`src/sv/assert_macros.svh`:
```
// Assertion helpers for the RTL files, included by the queue.
`ifndef ASSERT_MACROS_SVH
`define ASSERT_MACROS_SVH

// Checks that a property holds at every clock edge outside reset.
`define SGM_ASSERT(label, clk, rst_n, prop) \
    label: assert property (@(posedge clk) disable iff (!rst_n) (prop)) \
        else $error("sgm assertion failed");

// Checks that a condition never holds at a clock edge outside reset.
`define SGM_NEVER(label, clk, rst_n, cond) \
    `SGM_ASSERT(label, clk, rst_n, !(cond))

`endif

```
`src/sv/sgm_pkg.sv`:
```
package sgm_pkg;

    // Gray value is (r+g+b)/3, done as multiply by a reciprocal and a shift.
    localparam int GRAY_RECIP = 683;
    localparam int GRAY_SHIFT = 11;

    localparam int QUEUE_DEPTH = 2;

    localparam int HEIGHT_MAX = 1024;
    localparam int CFG_W      = 11;

    // Register indexes of the configuration port.
    localparam logic [1:0] REG_FRAME_WIDTH  = 2'd0;
    localparam logic [1:0] REG_FRAME_HEIGHT = 2'd1;

    // Root iterations: one result bit per cycle for a 21-bit radicand.
    localparam int ROOT_STEPS = 11;
    localparam int SQ_W       = 21;

    // Window snapshot handed from the front to the back.
    typedef struct packed {
        logic [7:0] w00;
        logic [7:0] w01;
        logic [7:0] w02;
        logic [7:0] w10;
        logic [7:0] w12;
        logic [7:0] w20;
        logic [7:0] w21;
        logic [7:0] w22;
        logic       last;
    } sgm_entry_t;

    // Queue status seen by the front and the back.
    typedef struct packed {
        logic full;
        logic empty;
    } sgm_qstat_t;

    typedef enum logic {
        F_IDLE,
        F_PROC
    } front_state_t;

    typedef enum logic [2:0] {
        B_IDLE,
        B_GRAD,
        B_SQ,
        B_ROOT,
        B_OUT
    } back_state_t;

endpackage

```
`src/sv/sgm_back.sv`:
```
module sgm_back (
    input  logic                clk,
    input  logic                rst_n,
    input  sgm_pkg::sgm_qstat_t qstat,
    input  sgm_pkg::sgm_entry_t pop_entry,
    output logic                pop,
    output logic                out_valid,
    input  logic                out_ready,
    output logic [10:0]         magnitude,
    output logic signed [10:0]  grad_x,
    output logic signed [10:0]  grad_y,
    output logic                frame_last
);
    import sgm_pkg::*;

    back_state_t       state_reg, state_next;
    logic signed [10:0] gx_reg, gy_reg;
    logic [9:0]        ax_reg, ay_reg;
    logic              last_reg;
    logic [SQ_W-1:0]   v_reg, res_reg, bit_reg;
    logic [3:0]        step_reg, step_next;

    logic [9:0]        sl, sr, st, sb;
    logic signed [10:0] gx, gy;
    logic [SQ_W-1:0]   trial;

    // Weighted column and row sums of the window.
    always_comb
    begin
        sl = 10'(pop_entry.w00) + {1'b0, pop_entry.w10, 1'b0} + 10'(pop_entry.w20);
        sr = 10'(pop_entry.w02) + {1'b0, pop_entry.w12, 1'b0} + 10'(pop_entry.w22);
        st = 10'(pop_entry.w00) + {1'b0, pop_entry.w01, 1'b0} + 10'(pop_entry.w02);
        sb = 10'(pop_entry.w20) + {1'b0, pop_entry.w21, 1'b0} + 10'(pop_entry.w22);
        gx = $signed({1'b0, sr}) - $signed({1'b0, sl});
        gy = $signed({1'b0, st}) - $signed({1'b0, sb});
    end

    assign pop        = (state_reg == B_IDLE) && !qstat.empty;
    assign trial      = res_reg + bit_reg;
    assign out_valid  = (state_reg == B_OUT);
    assign magnitude  = res_reg[10:0];
    assign grad_x     = gx_reg;
    assign grad_y     = gy_reg;
    assign frame_last = last_reg;

    // Sequencer: gradients, squares, one root bit per cycle, then output.
    always_comb
    begin
        state_next = state_reg;
        step_next  = step_reg;
        unique case (state_reg)
            B_IDLE:
            begin
                if (pop)
                    state_next = B_GRAD;
            end
            B_GRAD: state_next = B_SQ;
            B_SQ:
            begin
                state_next = B_ROOT;
                step_next  = '0;
            end
            B_ROOT:
            begin
                step_next = step_reg + 4'd1;
                if (step_reg == 4'(ROOT_STEPS - 1))
                    state_next = B_OUT;
            end
            B_OUT:
            begin
                if (out_ready)
                    state_next = B_IDLE;
            end
            default: state_next = B_IDLE;
        endcase
    end

    always_ff @(posedge clk or negedge rst_n)
    begin
        if (!rst_n)
        begin
            state_reg <= B_IDLE;
            step_reg  <= '0;
        end
        else
        begin
            state_reg <= state_next;
            step_reg  <= step_next;
        end
    end

    // Datapath registers.
    always_ff @(posedge clk)
    begin
        unique case (state_reg)
            B_IDLE:
            begin
                gx_reg   <= gx;
                gy_reg   <= gy;
                last_reg <= pop_entry.last;
            end
            B_GRAD:
            begin
                ax_reg <= gx_reg[10] ? 10'(-gx_reg) : gx_reg[9:0];
                ay_reg <= gy_reg[10] ? 10'(-gy_reg) : gy_reg[9:0];
            end
            B_SQ:
            begin
                v_reg   <= SQ_W'(ax_reg) * SQ_W'(ax_reg) + SQ_W'(ay_reg) * SQ_W'(ay_reg);
                res_reg <= '0;
                bit_reg <= SQ_W'(1) << (SQ_W - 1);
            end
            B_ROOT:
            begin
                if (v_reg >= trial)
                begin
                    v_reg   <= v_reg - trial;
                    res_reg <= (res_reg >> 1) + bit_reg;
                end
                else
                    res_reg <= res_reg >> 1;
                bit_reg <= bit_reg >> 2;
            end
            B_OUT: ;
            default: ;
        endcase
    end

endmodule

```
`config.mk`:
```
export PLATFORM = sky130hd
export DESIGN_NAME = sgm_back
export DESIGN_NICKNAME = d
export VERILOG_FILES = /design/src/sv/assert_macros.svh /design/src/sv/sgm_pkg.sv /design/src/sv/sgm_back.sv
export SDC_FILE = /design/constraint.sdc
export NUM_CORES = 1
export LEC_CHECK = 0
export BUFFER_PORTS_ARGS = -buffer_cell sky130_fd_sc_hd__buf_2
export CAP_MARGIN = 15
export CORE_ASPECT_RATIO = 1.1
export CORE_MARGIN = 3
export CORE_UTILIZATION = 55
export DETAILED_ROUTE_END_ITERATION = 7
export HOLD_SLACK_MARGIN = 0.02
export PLACE_DENSITY = 0.77
export SYNTH_ARGS = -nofsm -noshare
export SYNTH_HDL_FRONTEND = slang
export SYNTH_SLANG_ARGS = --single-unit
export TNS_END_PERCENT = 1
```
`constraint.sdc`:
```
create_clock -name clk -period 15 [get_ports clk]
set_clock_uncertainty 0.15 [all_clocks]
set_input_delay 3 -clock clk [delete_from_list [all_inputs] [get_ports clk]]
set_output_delay 3 -clock clk [all_outputs]
set_load 0.01 [all_outputs]
```
## Word-level counts from Yosys, hierarchy flattened

Cells that the tools add are included.
W data, S select, Z words.

| operators by class | value |
|---|---|
| $add $sub $neg | 17 |
| multiply operators | 2 |
| divide/modulo/power cells | 0 |
| order comparisons | 1 |
| eq/ne operators | 9 |
| shift operators | 0 |
| mux-type cells | 12 |
| bitwise gates (word level) | 0 |
| reductions and logical operators | 6 |

Operators by type and width:

| kind | number |
|---|---|
| $pmux W21 S2 | 3 |
| $mux W21 | 2 |
| $add A10 B8 Y10 | 4 |
| $add A8 B9 Y10 | 4 |
| $mul A10 B10 Y20 | 2 |
| $sub A10 B10 Y11 | 2 |
| $add A20 B20 Y21 | 1 |
| $add A20 B21 Y21 | 1 |
| $add A21 B21 Y21 | 1 |
| $ge A21 B21 Y1 | 1 |
| $sub A21 B21 Y21 | 1 |
| $mux W10 | 2 |
| $neg A10 Y10 | 2 |
| $pmux W3 S5 | 1 |
| $mux W3 | 3 |
| $pmux W4 S2 | 1 |
| $eq A3 B2 Y1 const B | 2 |
| $ne A2 B2 Y1 const B | 3 |
| $add A4 B1 Y4 const B | 1 |
| $eq A4 B4 Y1 const B | 1 |
| $eq A3 B1 Y1 const B | 1 |
| $eq A3 B3 Y1 const B | 1 |
| $logic_not A3 Y1 | 1 |
| $reduce_and A3 Y1 | 1 |
| other kinds (5) | 5 |

| word-level totals | value |
|---|---|
| bits in registers | 113 |
| bits in latches | 0 |
| bits in writable memories | 0 |
| ROM bits | 0 |
| bits of input ports | 70 |
| output and inout port bits | 36 |
| word-level logic and storage cells | 57 |
| memories kept | 0 |

## Logic depth before layout (Yosys ltp)

| logic depth | value |
|---|---|
| word-level depth | 4 |
| mapped depth | 22 |
| depth with buffers taken out | 21 |

## Worst setup path before layout

OpenSTA, ideal clock, no wires.

| path | value |
|---|---|
| path type | reg-to-reg |
| from | register ax_reg[2] |
| to | register v_reg[18] (data pin) |
| setup time | 0.267 ns |
| data arrival time | 6.180 ns |
| data required time | 14.583 ns |
| path slack | 8.403 ns |
| cell stages (with the launch flop) | 22 |
| buffers on the path | 1 |
| clock period less this slack | 6.597 ns |
| cells stage by stage | edfxtp_1 -> clkbuf_1 -> and2_1 -> fa_1 -> inv_1 -> fa_1 -> inv_1 -> fa_1 -> fa_1 -> fa_1 -> fa_1 -> inv_1 -> fa_1 -> inv_1 -> ha_1 -> a21oi_1 -> inv_1 -> o41a_1 -> a221o_1 -> a31oi_1 -> xor2_1 -> mux2i_1 |

| on the way | value |
|---|---|
| word-level cells in the longest chain between the ends | 3 |

Ends and longest elaborated chain:

| item | RTL line | text |
|---|---|---|
| start, declared | sgm_back.sv:18 | `logic [9:0] ax_reg, ay_reg;` |
| start signal, assigned | sgm_back.sv:104 | `ax_reg <= gx_reg[10] ? 10'(-gx_reg) : gx_reg[9:0];` |
| $mul A10 B10 Y20 | sgm_back.sv:109 | `v_reg <= SQ_W'(ax_reg) * SQ_W'(ax_reg) + SQ_W'(ay_reg) * SQ_W'(ay_reg);` |
| $add A20 B20 Y21 | sgm_back.sv:109 |  |
| $pmux W21 S2 | sgm_back.sv:95 | `unique case (state_reg)` |
| end signal, assigned | sgm_back.sv:109 |  |
| end signal, assigned | sgm_back.sv:117 | `v_reg <= v_reg - trial;` |
| end, declared | sgm_back.sv:20 | `logic [SQ_W-1:0] v_reg, res_reg, bit_reg;` |

Every way passes these cells.
A chain may end at the register's enable or synchronous reset.

## Worst setup path in the final report

| path | value |
|---|---|
| from | register ax_reg[5] |
| to | register v_reg[18] (data pin) |

The elaborated chain is that of the path after synthesis.

==> impl_metrics.env <==
export IMPL_critPathRequiredTime_ns=14.95
export IMPL_ys_seq_area_share_pct=21.3
export IMPL_cp_cell_sequence="inv_1, nor2_1, fa_1, inv_1, fa_1, inv_1, fa_1, fa_1, fa_1, fa_1, inv_1, fa_1, inv_1, ha_1, a21oi_1, inv_1, o41a_1, a221o_1, a31oi_1, xor2_1, mux2i_1"
export IMPL_status="complete, no violations"
export IMPL_drive_above_1_share_pct=9.37
export IMPL_grtUsageTotal_pct=21.6
export IMPL_pin_count=106
export IMPL_crit_top_cell="fa_1"
export IMPL_cts_tree="yes"
export IMPL_hpwlAfterDp_um=24200
export IMPL_grt_first_pass_wirelength_um=50400
export IMPL_pre_cts_ws_ns=7.91
export IMPL_routed_wl_um=29000
export IMPL_worst_pin_slew_ns=0.666
export IMPL_min_period_over_period_pct=47.4
export IMPL_fin_hold_ws_ns=0.397
export IMPL_cp_slowest_cell="fa_1"
export IMPL_ff2ff_path_depth=21
export IMPL_detail_route_wl_per_cell_um=15.3
export IMPL_synth_edf_count=96
export IMPL_place_congestion=0.912
export IMPL_grt_pass1_vias=11100
export IMPL_die_x_um=160
export IMPL_drv_cap=0
export IMPL_row_count=61
export IMPL_end_kind="register"
export IMPL_area_delta_synth_final_pct=7.37
export IMPL_hold_path_class="reg -> reg"
export IMPL_reg2reg_to="v_reg[18]"
export IMPL_cts_buffer_depth=2
export IMPL_route_detailed_drc=0
export IMPL_cp_arrival_ns=7.06
export IMPL_fillers=2084
export IMPL_syn_avg_cell_area_um2=9.78
export IMPL_clkTransAtPathRegs_ns=0.09
export IMPL_h_tree_depth=3
export IMPL_synth_cell_type_count=67
export IMPL_ys_warnings_count=0
export IMPL_crit_path_max_incr_delay_ns=0.60
export IMPL_die_area_mm2=0.0281
export IMPL_setup_viol=0
export IMPL_grt_max_degree=41
export IMPL_nets=1964
export IMPL_die_height_um=175
export IMPL_yosys_area_top_type_share_pct=26.9
export IMPL_final_hold_violation_count=0
export IMPL_r2r_slack_ns=7.89
export IMPL_fmax_mhz=141
export IMPL_synth_flop_cell="edfxtp_1"
export IMPL_final_antenna_net_count=0
export IMPL_port_buffers=104
export IMPL_cp_buffers_inverters=6
export IMPL_post_cts_resized=0
export IMPL_slew_viol_final=0
export IMPL_rsz0062_at_grt="no"
export IMPL_tns_ns=0
export IMPL_critical_path_depth=21
export IMPL_yosysMostFrequentCell="inv_1"
export IMPL_viasPerCell=5.41
export IMPL_reg2reg_from="ax_reg[5]"
export IMPL_post_dp_cell_area_mm2=0.0151
export IMPL_setup_ws_ns=7.89
export IMPL_cts_buffers=9
export IMPL_grt_antenna_before_repair=0
export IMPL_async_reset_ff_share_pct=6.80
export IMPL_crit_end="v_reg[18]"
export IMPL_cts_sinks=103
export IMPL_synth_common_cells="inv_1 (281), fa_1 (193), ha_1 (158)"
export IMPL_clock_root_buffer="clkbuf_16"
export IMPL_synthCells=1469
export IMPL_syn_area_mm2=0.0144
export IMPL_worstSetupStartpointType="register"
export IMPL_start_util_pct=56.3
export IMPL_postCtsHoldBufs=0
export IMPL_dr_pass1_iters=5
export IMPL_netlist_top_cells_area="fa_1 (27%), edfxtp_1 (20%), ha_1 (14%)"
export IMPL_worstSetupPathType="reg -> reg"
export IMPL_crit_start="ax_reg[5]"
export IMPL_worstPathMaxFanout=8
export IMPL_relSlewSlack_pct=55.2
export IMPL_clock_latency_ns=0.36
export IMPL_cp_top_family="adder cells"
export IMPL_diodes=0
export IMPL_vias=10200
export IMPL_postCtsSetupBuffers=0
export IMPL_synth_top_cell_by_area="fa_1"
export IMPL_ys_seq_elements=103
export IMPL_syn_nets=1890
export IMPL_gr_total_overflow=0
export IMPL_drt_initial_drc_count=552
export IMPL_final_area_mm2=0.0154
export IMPL_core_mm2=0.0255
export IMPL_fin_crit_ns=7.11
==> per-layer routing <==
layer	routed length, µm	global-route usage [%]	vias up
met5	0	0	-
met4	647	6.69	0
met3	999	2.92	60
met2	15500	41.3	232
met1	11900	25.0	5008
li1	-	-	4947
==> per-stage QoR <==
step,instances,util (%)
2_1_floorplan,1469,-
3_5_place_dp,1878,59.2
4_1_cts,1894,60.5
5_1_grt,1894,60.5
6_report,1894,60.5
3_3_place_gp,1878,59.2
==> logic make-up (layout without fill, tap and decap cells) <==
kind of cell,after synthesis,after routing,share of synthesized area (%)
compound gates,247,247,11.0
buf+inv,328,407,9.27
simple gates,333,333,11.2
xor+xnor,99,99,6.04
mux,8,8,0.566
fa+ha+maj,351,351,40.7
flops,103,103,21.3
==> final cells by class <==
type                       count  area [µm²]  share of cell area, %
clock inverter                 7        95.1                  0.617
timing repair buffer         110         566                   3.67
clock buffer                   9         225                   1.46
inverter                     281        1050                   6.84
multi-input combinational   1038        9990                   64.8
tap                          346         433                   2.81
sequential                   103        3060                   19.8
==> worst register-to-register path, stage by stage (launching register included) <==
cell      delay [ns]
edfxtp_1        0.54
inv_1           0.20
nor2_1          0.09
fa_1            0.60
inv_1           0.08
fa_1            0.55
inv_1           0.06
fa_1            0.48
fa_1            0.57
fa_1            0.43
fa_1            0.50
inv_1           0.06
fa_1            0.51
inv_1           0.04
ha_1            0.34
a21oi_1         0.22
inv_1           0.06
o41a_1          0.47
a221o_1         0.43
a31oi_1         0.21
xor2_1          0.20
mux2i_1         0.10
==> worst min path at each step <==
stage                            from           to  slack [ns]  cells after the start
after floorplan           step_reg[3]  step_reg[3]        0.34                      2
after global placement    step_reg[3]  step_reg[3]        0.36                      2
after detailed placement  step_reg[1]  step_reg[1]        0.39                      2
after CTS                 step_reg[0]  step_reg[0]        0.40                      1
after global routing      step_reg[1]  step_reg[1]        0.44                      2
final                     step_reg[0]  step_reg[0]        0.40                      1
==> cells in the final DEF, fill, tap and decap left out, types with 5 or more instances in the layout <==
cell / count
and3_1: 7
clkbuf_16: 9
xor2_1: 41
nand2b_1: 8
or3_1: 17
o21ai_0: 53
and2_1: 55
nand4_1: 5
nor2_1: 59
dfrtp_1: 7
o21bai_1: 10
o31ai_1: 11
nor4_1: 5
buf_2: 104
fa_1: 193
a211oi_1: 14
nand3_1: 9
edfxtp_1: 96
ha_1: 158
a31oi_1: 17
o21a_1: 6
a21o_1: 17
nor2b_1: 14
a21oi_1: 75
o21ai_1: 8
mux2i_1: 7
buf_4: 6
xnor2_1: 58
nor3_1: 11
inv_1: 281
nand2_1: 129
Power is not shown: default switching activity piles up to over one toggle a cycle in this logic, so the estimate is an artifact.
