### src/sv/assert_macros.svh
// Assertion helpers for the RTL files, included by the queue.
`ifndef ASSERT_MACROS_SVH
`define ASSERT_MACROS_SVH

// Checks that a property holds at every clock edge outside reset.
`define SGM_ASSERT(label, clk, rst_n, prop) \
    label: assert property (@(posedge clk) disable iff (!rst_n) (prop)) \
        else $error("sgm assertion failed");

// Checks that a condition never holds at a clock edge outside reset.
`define SGM_NEVER(label, clk, rst_n, cond) \
    `SGM_ASSERT(label, clk, rst_n, !(cond))

`endif

### src/sv/sgm_pkg.sv
package sgm_pkg;

    // Gray value is (r+g+b)/3, done as multiply by a reciprocal and a shift.
    localparam int GRAY_RECIP = 683;
    localparam int GRAY_SHIFT = 11;

    localparam int QUEUE_DEPTH = 2;

    localparam int HEIGHT_MAX = 1024;
    localparam int CFG_W      = 11;

    // Register indexes of the configuration port.
    localparam logic [1:0] REG_FRAME_WIDTH  = 2'd0;
    localparam logic [1:0] REG_FRAME_HEIGHT = 2'd1;

    // Root iterations: one result bit per cycle for a 21-bit radicand.
    localparam int ROOT_STEPS = 11;
    localparam int SQ_W       = 21;

    // Window snapshot handed from the front to the back.
    typedef struct packed {
        logic [7:0] w00;
        logic [7:0] w01;
        logic [7:0] w02;
        logic [7:0] w10;
        logic [7:0] w12;
        logic [7:0] w20;
        logic [7:0] w21;
        logic [7:0] w22;
        logic       last;
    } sgm_entry_t;

    // Queue status seen by the front and the back.
    typedef struct packed {
        logic full;
        logic empty;
    } sgm_qstat_t;

    typedef enum logic {
        F_IDLE,
        F_PROC
    } front_state_t;

    typedef enum logic [2:0] {
        B_IDLE,
        B_GRAD,
        B_SQ,
        B_ROOT,
        B_OUT
    } back_state_t;

endpackage

### src/sv/sgm_queue.sv
`include "assert_macros.svh"

module sgm_queue (
    input  logic                clk,
    input  logic                rst_n,
    input  logic                push,
    input  sgm_pkg::sgm_entry_t push_entry,
    input  logic                pop,
    output sgm_pkg::sgm_entry_t pop_entry,
    output sgm_pkg::sgm_qstat_t qstat
);
    import sgm_pkg::*;

    localparam int PW = $clog2(QUEUE_DEPTH);

    sgm_entry_t     slot_reg [0:QUEUE_DEPTH-1];
    logic [PW-1:0]  wr_reg, rd_reg;
    logic [PW:0]    count_reg;

    assign qstat.full  = (count_reg == (PW+1)'(QUEUE_DEPTH));
    assign qstat.empty = (count_reg == '0);
    assign pop_entry   = slot_reg[rd_reg];

    // Pointers and fill count.
    always_ff @(posedge clk or negedge rst_n)
    begin
        if (!rst_n)
        begin
            wr_reg    <= '0;
            rd_reg    <= '0;
            count_reg <= '0;
        end
        else
        begin
            if (push)
                wr_reg <= wr_reg + PW'(1);
            if (pop)
                rd_reg <= rd_reg + PW'(1);
            if (push && !pop)
                count_reg <= count_reg + (PW+1)'(1);
            else if (pop && !push)
                count_reg <= count_reg - (PW+1)'(1);
        end
    end

    // Entry storage.
    always_ff @(posedge clk)
    begin
        if (push)
            slot_reg[wr_reg] <= push_entry;
    end

    `SGM_NEVER(a_no_overflow, clk, rst_n, push && qstat.full)
    `SGM_NEVER(a_no_underflow, clk, rst_n, pop && qstat.empty)
    `SGM_ASSERT(a_count_range, clk, rst_n, count_reg <= (PW+1)'(QUEUE_DEPTH))

endmodule

### config.mk
export PLATFORM = sky130hd
export DESIGN_NAME = sgm_queue
export DESIGN_NICKNAME = d
export VERILOG_FILES = /design/src/sv/sgm_pkg.sv /design/src/sv/sgm_queue.sv
export VERILOG_INCLUDE_DIRS = /design/src /design/src/sv
export SDC_FILE = /design/constraint.sdc
export NUM_CORES = 1
export LEC_CHECK = 0
export BUFFER_PORTS_ARGS = -buffer_cell sky130_fd_sc_hd__buf_2
export CAP_MARGIN = 20
export CORE_MARGIN = 10
export CORE_UTILIZATION = 56
export CTS_BUF_LIST = sky130_fd_sc_hd__clkbuf_16
export DETAILED_ROUTE_END_ITERATION = 10
export PLACE_DENSITY = 0.8
export SLEW_MARGIN = 20
export SYNTH_ARGS = -nofsm -noshare
export SYNTH_HDL_FRONTEND = slang
export SYNTH_SLANG_ARGS = --single-unit
### constraint.sdc
create_clock -name clk -period 10.6 [get_ports clk]
set_input_delay 3.18 -clock clk [delete_from_list [all_inputs] [get_ports clk]]
set_output_delay 3.18 -clock clk [all_outputs]
set_load 0.005 [all_outputs]
[Word level (Yosys, flattened, before mapping)]
Memories as Yosys holds them, arrays and structs flattened.
Cells that the tools add are included.
W data, S select, Z words.
Operators by class
  add/sub/neg operators: 4
  $mul: 0
  div/mod/pow operators: 0
  $lt $le $gt $ge: 0
  eq/ne operators: 1
  shifts and indexed selects: 0
  multiplexer cells: 4
  bitwise operators: 0
  reductions and logical operators: 6
Operator list (count)
  $mux W2: 2
  $add A1 B1 Y1 const B: 2
  $add A2 B1 Y2 const B: 1
  $eq A2 B2 Y1 const B: 1
  $logic_and A1 B1 Y1: 2
  $logic_not A1 Y1: 2
  $logic_not A2 Y1: 1
  $mux W1: 2
  $reduce_bool A2 Y1: 1
  $sub A2 B1 Y2 const B: 1
Word-level totals
  register bits: 4
  bits in latches: 0
  memory bits (writable): 130
  memory bits (read-only): 0
  word-level logic and storage cells: 19
  memories: 1
Memories
  slot_reg: depth 2, width 65, rd ports 1, clocked after Yosys merged registers in 0, write ports 1, RTL line sgm_queue.sv:16  | sgm_entry_t slot_reg [0:QUEUE_DEPTH-1];

[Logic depth before layout (Yosys ltp)]
Gate-level depths: netlist (run 1).
  depth in word-level cells: 4
  gate-level depth with buffers: 5

[Worst setup path after synthesis (run 1)]
No wires, ideal clock.
  path type: input -> register
  from: input push
  to: memory slot_reg[0][0] in the netlist's numbering, enable pin
  arrival: 6.037 ns
  required time: 10.104 ns
  path slack: 4.067 ns
  stages on the path: 1
  path through: nor2b_1
On the way
  cells in the longest elaborated chain, start to end: 2
RTL lines
  start: declaration: RTL line sgm_queue.sv:6  | input logic push,
  $mux W1: RTL line sgm_queue.sv:49  | if (push)
  $mux W1 (implied by the code): RTL line sgm_queue.sv:50  | slot_reg[wr_reg] <= push_entry;
  end: declaration: RTL line sgm_queue.sv:16
No other way between the ends.

==> impl_metrics.csv, run 1 <==
group,metric,value,unit
run_status,status,"finished clean",
timing,period_needed,5.13,ns
timing,relSlewSlack,0.525,
synthesis,ys_seq_area_frac,0.795,
power,power_frac_seq,0.414,
synthesis,yosysTopAreaCell,"edfxtp_1",
grt,grt-ovfl-total,0,
detailed_routing,vias,2507,
setup_path,critPathMaxStageDelay,0.67,ns
power,combPwrFrac,0.246,
synthesis,netlist.area_leader.share,0.775,
power,power.leakage,2.61,nW
clocking,cts_made_buffers,17,
timing,drv_slew,0,
timing,finalHoldViolCount,0,
detailed_routing,postRouteAntennaNets,0,
clocking,holdBufCountCts,0,
setup_path,critPathMaxFanout,44,
floorplan,die_h,115,um
synthesis,synthTopCellsByArea,"edfxtp_1 (77%), mux2_4 (12%), mux2_2 (5.6%)",
synthesis,synth_cells,218,
cells_and_area,area.growth.synth_to_final,28.5,%
cells_and_area,largest_register_ff_count,130,
setup_path,reg2reg_depth,2,
placed_design,hpwlAfterDp,6390,um
cells_and_area,final_cell_mix,"buf_2 (135), edfxtp_1 (130), mux2_4 (40)",
detailed_routing,avgViaCountPerCell,5.14,
synthesis,syn_area,5040,sq um
setup_path,worstSetupStartpoint,"rd_reg$_DFFE_PN0P_",
grt,grt_usage,0.151,
synthesis,synth.avg_cell_area,23.1,sq um
synthesis,ys_warn_count,0,
clocking,clock-sinks,134,
setup_path,crit_path_start_kind,"register",
timing,rsz0062_at_grt,"false",
power,switching_power,459,uW
clocking,cts_buffer_depth,2,
floorplan,die_area,13200,sq um
setup_path,cp_cell_sequence,"buf_16, mux2_2, buf_2",
cells_and_area,final_nets,438,
cells_and_area,diodes,0,
setup_path,crit_slowest_cell,"dfrtp_4",
power,clkPwrFrac,0.340,
clocking,post-cts-setup-buffer-count,0,
setup_path,critPathKind,"reg -> out",
grt,grt_pass1_wl,15200,um
detailed_routing,drt_iter0_drc,105,
setup_path,timing.rr.end,"slot_reg[1][25]$_DFFE_PP_",
synthesis,syn_nets,288,
detailed_routing,drc_errors,0,
timing,fin_ws,5.47,ns
timing,worst_pin_slew,0.713,ns
synthesis,ys_ff_latch,134,
detailed_routing,firstDrtPassIters,4,
clocking,h-tree-depth,4,
detailed_routing,drt-total-wl,9880,um
power,cellInternalPower,1.37,mW
detailed_routing,routedWlPerCell,20.2,um
floorplan,num_rows,34,
setup_path,reg2reg_from,"wr_reg$_DFFE_PN0P_",
clocking,post_cts_resized,0,
clocking,insertion_delay,0.40,ns
synthesis,synth.distinct_cells,13,
setup_path,cp_data_required_time,7.42,ns
floorplan,io_pins,136,
timing,setup_tns,0,ns
cells_and_area,final_common_cell,"buf_2",
placed_design,globalplace.congestion,0.693,
placed_design,portBuffers,135,
placed_design,place_ws,5.64,ns
setup_path,crit_end,"pop_entry[52]",
floorplan,core-area,8720,sq um
clocking,cts_tree,"built",
setup_path,ff2ff_setup_slack,8.56,ns
power,power.total,1.83,mW
timing,holdWs,0.531,ns
worst_hold_path,hold_class,"reg -> reg",
timing,max_freq,195,MHz
clocking,cts.reportedPaths.clkPinSlew,0.05,ns
cells_and_area,fillers,526,
setup_path,end_kind,"primary output",
timing,min_period_over_period,0.484,
cells_and_area,final_core_util,0.742,
setup_path,crit_arrival,1.95,ns
timing,finalClockSkew,0.00679,ns
power,power_density,282,nW/um^2
worst_hold_path,hold_depth,1,
grt,antenna_found_initial,1,
timing,setup_viol,0,
run,drv_cap,0,
grt,grt_max_degree,67,
grt,first_global_vias,2847,
floorplan,start_util,0.578,
clocking,cts_root_buf,"clkbuf_16",
floorplan,dieWidth,115,um
cells_and_area,drive_gt1_frac,0.618,
power,switching_share,0.251,
power,ir_drop,144,uV
==> critical path: cells and delay by family (launching register included) <==
family | cells | cell delay (ns)
buffers and inverters | 2 | 0.46
flip-flops | 1 | 0.67
multiplexers | 1 | 0.37
==> routing by layer <==
metal / global-route usage / vias up / routed length, um
met2: 0.237 / 102 / 4830
met1: 0.173 / 1240 / 3970
li1: - / 1157 / -
met5: 0 / - / 13
met4: 0.0446 / 2 / 39
met3: 0.0849 / 6 / 1030
==> cells in the mapped netlist, drive strengths merged <==
library cell / n
buf: 7
xor2: 4
xnor2: 1
dfrtp: 4
edfxtp: 130
inv: 1
nor2b: 2
and2: 1
mux2: 65
ha: 1
nor2: 2
==> worst min-delay path by stage <==
stage / slack (ns) / startpoint / to
floorplan: 0.46 / wr_reg$_DFFE_PN0P_ / wr_reg$_DFFE_PN0P_
global placement: 0.47 / count_reg[1]$_DFFE_PN0P_ / count_reg[1]$_DFFE_PN0P_
detailed placement: 0.48 / count_reg[1]$_DFFE_PN0P_ / count_reg[1]$_DFFE_PN0P_
CTS: 0.52 / count_reg[1]$_DFFE_PN0P_ / count_reg[1]$_DFFE_PN0P_
global route: 0.53 / count_reg[1]$_DFFE_PN0P_ / count_reg[1]$_DFFE_PN0P_
finish: 0.53 / count_reg[1]$_DFFE_PN0P_ / count_reg[1]$_DFFE_PN0P_
==> stage by stage <==
step | std cells | cell area, sq um
3_3_place_gp | 456 | 5810
4_1_cts | 487 | 6450
6_report | 488 | 6470
5_1_grt | 488 | 6470
2_1_floorplan | 218 | 5040
3_5_place_dp | 456 | 5810
==> cell type report <==
type	instances	area, sq um	area share
flip-flops and latches	134	4010	0.619
multi-input cells	76	973	0.150
repair buffers	138	718	0.111
clock buffers	17	425	0.0657
clock inverters	14	211	0.0327
well taps	108	135	0.0209
inverters	1	3.75	0.000580
==> cell families after synthesis <==
group / synth area share
xor gates and xnor gates: 0.00869
adders and majority gates: 0.00248
DFF: 0.795
buffers and inverters: 0.0139
muxes: 0.175
and+or+nand+nor: 0.00522
==> power by group through the flow <==
| stage | registers [mW] | logic [mW] | clock network, mW |
|---|---|---|---|
| after CTS | 0.799 | 0.414 | 0.633 |
| final | 0.757 | 0.450 | 0.622 |
| after detailed placement | 0.807 | 0.411 | 0 |
| after floorplan | 0.743 | 0.310 | 0 |
| after global placement | 0.799 | 0.405 | 0 |
| after global routing | 0.769 | 0.490 | 0.657 |
(Power assumes the default switching activity.)
==> inputs of run 2 (changes only) <==
ABC_AREA = 1   (was default)
CORE_UTILIZATION = 47   (was 56)
PLACE_DENSITY = 0.71   (was 0.8)
clock period = 4.2 ns   (was 10.6 ns; I/O delays follow)
==> impl_metrics.csv, run 2 <==
group,metric,value,unit
timing,setup_tns,0,ns
floorplan,dieWidth,124,um
grt,first_global_vias,2791,
cells_and_area,diodes,0,
timing,finalHoldViolCount,0,
floorplan,io_pins,136,
grt,grt-ovfl-total,0,
setup_path,crit_slowest_cell,"dfrtp_4",
synthesis,synth_most_common_cell,"edfxtp_1",
timing,rsz0062_at_grt,"false",
synthesis,ys_warn_count,0,
timing,max_freq,302,MHz
setup_path,crit_path_start_kind,"register",
synthesis,synth_xor_area_frac,0.00519,
synthesis,ys_seq_area_frac,0.791,
floorplan,core-area,10400,sq um
detailed_routing,drc_errors,0,
power,ir_drop,356,uV
setup_path,crit_family,"flip-flops",
timing,worst_pin_slew,0.640,ns
power,power.leakage,2.66,nW
cells_and_area,final_nets,448,
setup_path,cp_cell_sequence,"buf_12, mux2_2, buf_2",
clocking,cts_buffer_depth,2,
clocking,cts_tree,"built",
placed_design,portBuffers,135,
placed_design,globalplace.congestion,0.713,
clocking,cts_root_buf,"clkbuf_16",
setup_path,cp_num_buf_inv,2,
clocking,clock-sinks,134,
synthesis,ys_ff_latch,134,
detailed_routing,avgViaCountPerCell,4.83,
synthesis,syn_area,5060,sq um
detailed_routing,drt_iter0_drc,214,
synthesis,synth_flop_cell,"edfxtp_1",
synthesis,syn_nets,297,
synthesis,synth_cells,227,
placed_design,hpwlAfterDp,6580,um
synthesis,netlist.area_leader.share,0.772,
setup_path,cp_data_required_time,2.94,ns
synthesis,synth_mux_area_frac,0.174,
floorplan,die_area,15300,sq um
cells_and_area,largest_register_ff_count,130,
setup_path,critPathMaxFanout,38,
setup_path,cp_num_cells,3,
run,drv_cap,0,
detailed_routing,drt-total-wl,9670,um
timing,finalClockSkew,0.00475,ns
worst_hold_path,hold_class,"reg -> reg",
setup_path,crit_arrival,2.06,ns
cells_and_area,final_common_cell,"buf_2",
detailed_routing,routedWlPerCell,18.4,um
timing,setup_viol,0,
clocking,post_cts_resized,0,
cells_and_area,area.growth.synth_to_final,30.2,%
setup_path,critPathMaxStageDelay,0.83,ns
worst_hold_path,hold_depth,2,
floorplan,start_util,0.486,
power,power_density,718,nW/um^2
setup_path,end_kind,"primary output",
detailed_routing,firstDrtPassIters,6,
synthesis,async_reset_ff_frac,0.0299,
timing,period_needed,3.32,ns
grt,grt_usage,0.128,
floorplan,num_rows,37,
clocking,h-tree-depth,4,
grt,grt_pass1_wl,14600,um
clocking,post-cts-setup-buffer-count,0,
clocking,holdBufCountCts,0,
synthesis,synthTopCellsByCount,"edfxtp_1 (130), mux2_4 (40), mux2_2 (25), inv_1 (7)",
cells_and_area,fillers,754,
detailed_routing,vias,2540,
setup_path,reg2reg_depth,3,
detailed_routing,postRouteAntennaNets,0,
power,power.total,4.73,mW
synthesis,synthTopCellsByArea,"edfxtp_1 (77%), mux2_4 (12%), mux2_2 (5.6%)",
timing,min_period_over_period,0.790,
synthesis,synth_top_family_by_area,"multiplexers",
clocking,cts.reportedPaths.clkPinSlew,0.06,ns
timing,relSlewSlack,0.572,
grt,antenna_found_initial,1,
synthesis,synthAdderAreaFrac,0.00247,
clocking,cts_made_buffers,17,
synthesis,yosysTopAreaCell,"edfxtp_1",
cells_and_area,drive_gt1_frac,0.608,
cells_and_area,final_cell_mix,"buf_2 (135), edfxtp_1 (130), mux2_4 (40)",
synthesis,synth.avg_cell_area,22.3,sq um
synthesis,synth.distinct_cells,14,
floorplan,die_h,124,um
run_status,status,"finished clean",
synthesis,synthSimpleGateAreaFrac,0.00816,
grt,grt_max_degree,47,
synthesis,synth_edf_count,130,
synthesis,synth_compound_area_frac,0,
clocking,insertion_delay,0.40,ns
timing,drv_slew,0,
setup_path,critPathKind,"reg -> out",
run 2: changes by cell type in the layout (fill, tap and decap cells not counted), sizes merged:
| cell | before | now |
|---|---|---|
| inv | 3 | 8 |
| nand2 | 0 | 5 |
| bufinv | 5 | 7 |
| clkinvlp | 3 | 1 |
| nor2b | 2 | 0 |
| xor2 | 4 | 2 |
| and2 | 1 | 0 |
| buf | 138 | 139 |
| clkinv | 4 | 5 |
| nand3 | 0 | 1 |
| nand4 | 0 | 1 |
| nor2 | 2 | 3 |
run 2: cells by family (layout without fill, tap and decap cells):
| kind of cell | count (synthesis) | in the layout |
|---|---|---|
| flops | 134 | 134 |
| xor+xnor | 3 | 3 |
| simple gates | 10 | 10 |
| mux | 65 | 65 |
| fa+ha+maj | 1 | 1 |
| buf+inv | 14 | 177 |
run 2: worst min-delay path, stage by stage, from the launching register on:
cell and delay [ns]:
dfrtp_1 0.37, nand2_1 0.06, nand2_1 0.05
run 2: stage by stage:
| step | instance area [sq um] | hold slack (ns) | util | setup slack, ns | instances |
|---|---|---|---|---|---|
| after global routing | 6590 | 0.561 | 0.632 | 0.770 | 526 |
| after detailed placement | 5900 | 0.500 | 0.567 | 1.27 | 495 |
| after global placement | 5900 | 0.477 | 0.567 | 1.28 | 495 |
| after CTS | 6590 | 0.516 | 0.632 | 0.826 | 526 |
| after floorplan | 5060 | 0.463 | - | 0.809 | 227 |
| final | 6590 | 0.512 | 0.632 | 0.883 | 526 |
run 2: power breakdown:
part | internal, mW | switching, mW | leakage [nW] | total [mW]
clock network | 1.17 | 0.530 | 0.334 | 1.70
logic | 0.631 | 0.469 | 1.06 | 1.10
registers | 1.78 | 0.156 | 1.27 | 1.93
total | 3.58 | 1.16 | 2.66 | 4.73
run 2: path summary, 6_finish.rpt:
kind,slack [ns],from,endpoint
worst max-delay path,0.88,rd_reg$_DFFE_PN0P_,pop_entry[45]
worst min-delay path,0.51,count_reg[1]$_DFFE_PN0P_,count_reg[1]$_DFFE_PN0P_
worst max register to register,2.48,wr_reg$_DFFE_PN0P_,slot_reg[1][46]$_DFFE_PP_
worst min register to register,0.51,count_reg[1]$_DFFE_PN0P_,count_reg[1]$_DFFE_PN0P_
max in group asynchronous,3.41,rst_n,rd_reg$_DFFE_PN0P_
min in group asynchronous,0.65,rst_n,count_reg[1]$_DFFE_PN0P_
run 2: cell type report:
type                    count  area (sq um)  area share
flip-flops and latches    134          4010       0.608
multi-input cells          79           970       0.147
repair buffers            139           731       0.111
clock buffers              17           425      0.0646
clock inverters            14           258      0.0391
well taps                 136           170      0.0258
inverters                   7          26.3     0.00399
run 2: routing by layer:
| metal | vias up | GRT usage | share of wire |
|---|---|---|---|
| met3 | 14 | 0.0692 | 0.11 |
| li1 | 1187 | - | - |
| met5 | - | 0 | 0.0018 |
| met2 | 101 | 0.213 | 0.50 |
| met1 | 1236 | 0.137 | 0.38 |
| met4 | 2 | 0.0400 | 0.011 |
==> inputs of run 3 (changes only) <==
clock period = 3 ns   (was 4.2 ns; I/O delays follow)
==> impl_metrics.csv, run 3 (same netlist as run 2, synthesis figures left out) <==
group,metric,value,unit
run_status,status,"finished clean",
clocking,post_cts_resized,0,
power,ir_drop,518,uV
cells_and_area,final_area,6550,sq um
power,switching_share,0.253,
timing,relSlewSlack,0.589,
floorplan,num_rows,37,
setup_path,crit_path_start_kind,"register",
clocking,post-cts-setup-buffer-count,0,
floorplan,die_h,124,um
clocking,cts.reportedPaths.clkPinSlew,0.06,ns
grt,grt_max_degree,38,
floorplan,io_pins,136,
clocking,cts_root_buf,"clkbuf_16",
cells_and_area,final_common_cell,"buf_2",
power,combPwrFrac,0.247,
placed_design,place_ws,0.498,ns
clocking,clock-sinks,134,
setup_path,reg2reg_from,"wr_reg$_DFFE_PN0P_",
setup_path,critPathKind,"reg -> out",
detailed_routing,drc_errors,0,
placed_design,hpwlAfterDp,6670,um
power,power.total,6.39,mW
setup_path,worstSetupStartpoint,"rd_reg$_DFFE_PN0P_",
run,drv_cap,0,
timing,min_period_over_period,0.962,
detailed_routing,firstDrtPassIters,4,
grt,grt_pass1_wl,14400,um
clocking,holdBufCountCts,0,
worst_hold_path,hold_class,"in -> async",
timing,holdWs,0.293,ns
cells_and_area,finish.cell_count_without_fillers,531,
placed_design,globalplace.congestion,0.702,
grt,antenna_found_initial,1,
detailed_routing,avgViaCountPerCell,4.80,
setup_path,crit_arrival,1.99,ns
placed_design,portBuffers,135,
clocking,cts_buffer_depth,2,
grt,first_global_vias,2827,
power,clkPwrFrac,0.329,
power,power_frac_seq,0.423,
floorplan,core-area,10400,sq um
detailed_routing,drt_iter0_drc,170,
timing,finalHoldViolCount,0,
timing,setup_viol,0,
detailed_routing,vias,2549,
placed_design,placedInstanceArea,5930,sq um
placed_design,place_inst,499,
setup_path,critPathMaxFanout,37,
power,switching_power,1.62,mW
cells_and_area,fillers,768,
cells_and_area,area.growth.synth_to_final,29.4,%
cells_and_area,diodes,0,
grt,grt_usage,0.125,
timing,drv_slew,0,
detailed_routing,postRouteAntennaNets,0,
timing,rsz0062_at_grt,"false",
clocking,h-tree-depth,4,
power,power.leakage,2.64,nW
floorplan,dieWidth,124,um
grt,grt-ovfl-total,0,
timing,setup_tns,0,ns
detailed_routing,drt-total-wl,9520,um
setup_path,critPathMaxStageDelay,0.83,ns
clocking,insertion_delay,0.40,ns
timing,finalClockSkew,0.00480,ns
timing,max_freq,347,MHz
setup_path,end_kind,"primary output",
power,power_density,977,nW/um^2
clocking,cts_tree,"built",
clocking,cts_made_buffers,17,
floorplan,die_area,15300,sq um
cells_and_area,largest_register_ff_count,130,
cells_and_area,final_core_util,0.628,
timing,fin_ws,0.114,ns
cells_and_area,final_nets,452,
floorplan,start_util,0.486,
cells_and_area,final_cell_mix,"buf_2 (135), edfxtp_1 (130), mux2_4 (40)",
setup_path,cp_data_required_time,2.10,ns
setup_path,cp_cell_sequence,"buf_4, mux2_4, buf_2",
timing,worst_pin_slew,0.616,ns
cells_and_area,drive_gt1_frac,0.605,
detailed_routing,routedWlPerCell,17.9,um
setup_path,crit_slowest_cell,"dfrtp_4",
power,cellInternalPower,4.78,mW
timing,period_needed,2.89,ns
==> run 3: final cells by class <==
cell class | count | area, sq um | area share
clock inverters | 15 | 186 | 0.0285
clock buffers | 17 | 425 | 0.0650
multi-input cells | 79 | 970 | 0.148
inverters | 7 | 26.3 | 0.00401
repair buffers | 143 | 761 | 0.116
flip-flops and latches | 134 | 4010 | 0.612
well taps | 136 | 170 | 0.0260
==> run 3: metal layers <==
| metal | vias to the layer above | track usage | wire length [um] |
|---|---|---|---|
| met5 | - | 0 | 7 |
| met4 | 2 | 0.0546 | 141 |
| met3 | 14 | 0.0643 | 1110 |
| met2 | 103 | 0.194 | 4480 |
| met1 | 1223 | 0.143 | 3780 |
| li1 | 1207 | - | - |
==> run 3: critical path, delay by kind of cell, from the launching register on <==
family | cells | cell delay, ns
flops | 1 | 0.83
buf+inv | 2 | 0.43
mux | 1 | 0.31
==> run 3: power by group through the flow <==
stage / Sequential, mW / Clock, mW / Combinational [mW]
final: 2.71 / 2.11 / 1.58
after global placement: 2.73 / 0 / 1.61
after detailed placement: 2.75 / 0 / 1.62
after global routing: 2.75 / 2.25 / 1.72
after floorplan: 2.61 / 0 / 1.10
after CTS: 2.72 / 2.14 / 1.63
==> run 3: final timing paths <==
kind	end	depth (start not counted)	slack [ns]
hold / removal	count_reg[0]$_DFFE_PN0P_	1	0.29
hold reg to reg	count_reg[1]$_DFFE_PN0P_	2	0.53
min in group clk	count_reg[1]$_DFFE_PN0P_	2	0.53
setup / recovery	pop_entry[21]	3	0.11
max in group asynchronous	rd_reg$_DFFE_PN0P_	1	2.56
setup reg to reg	slot_reg[1][54]$_DFFE_PP_	3	1.48
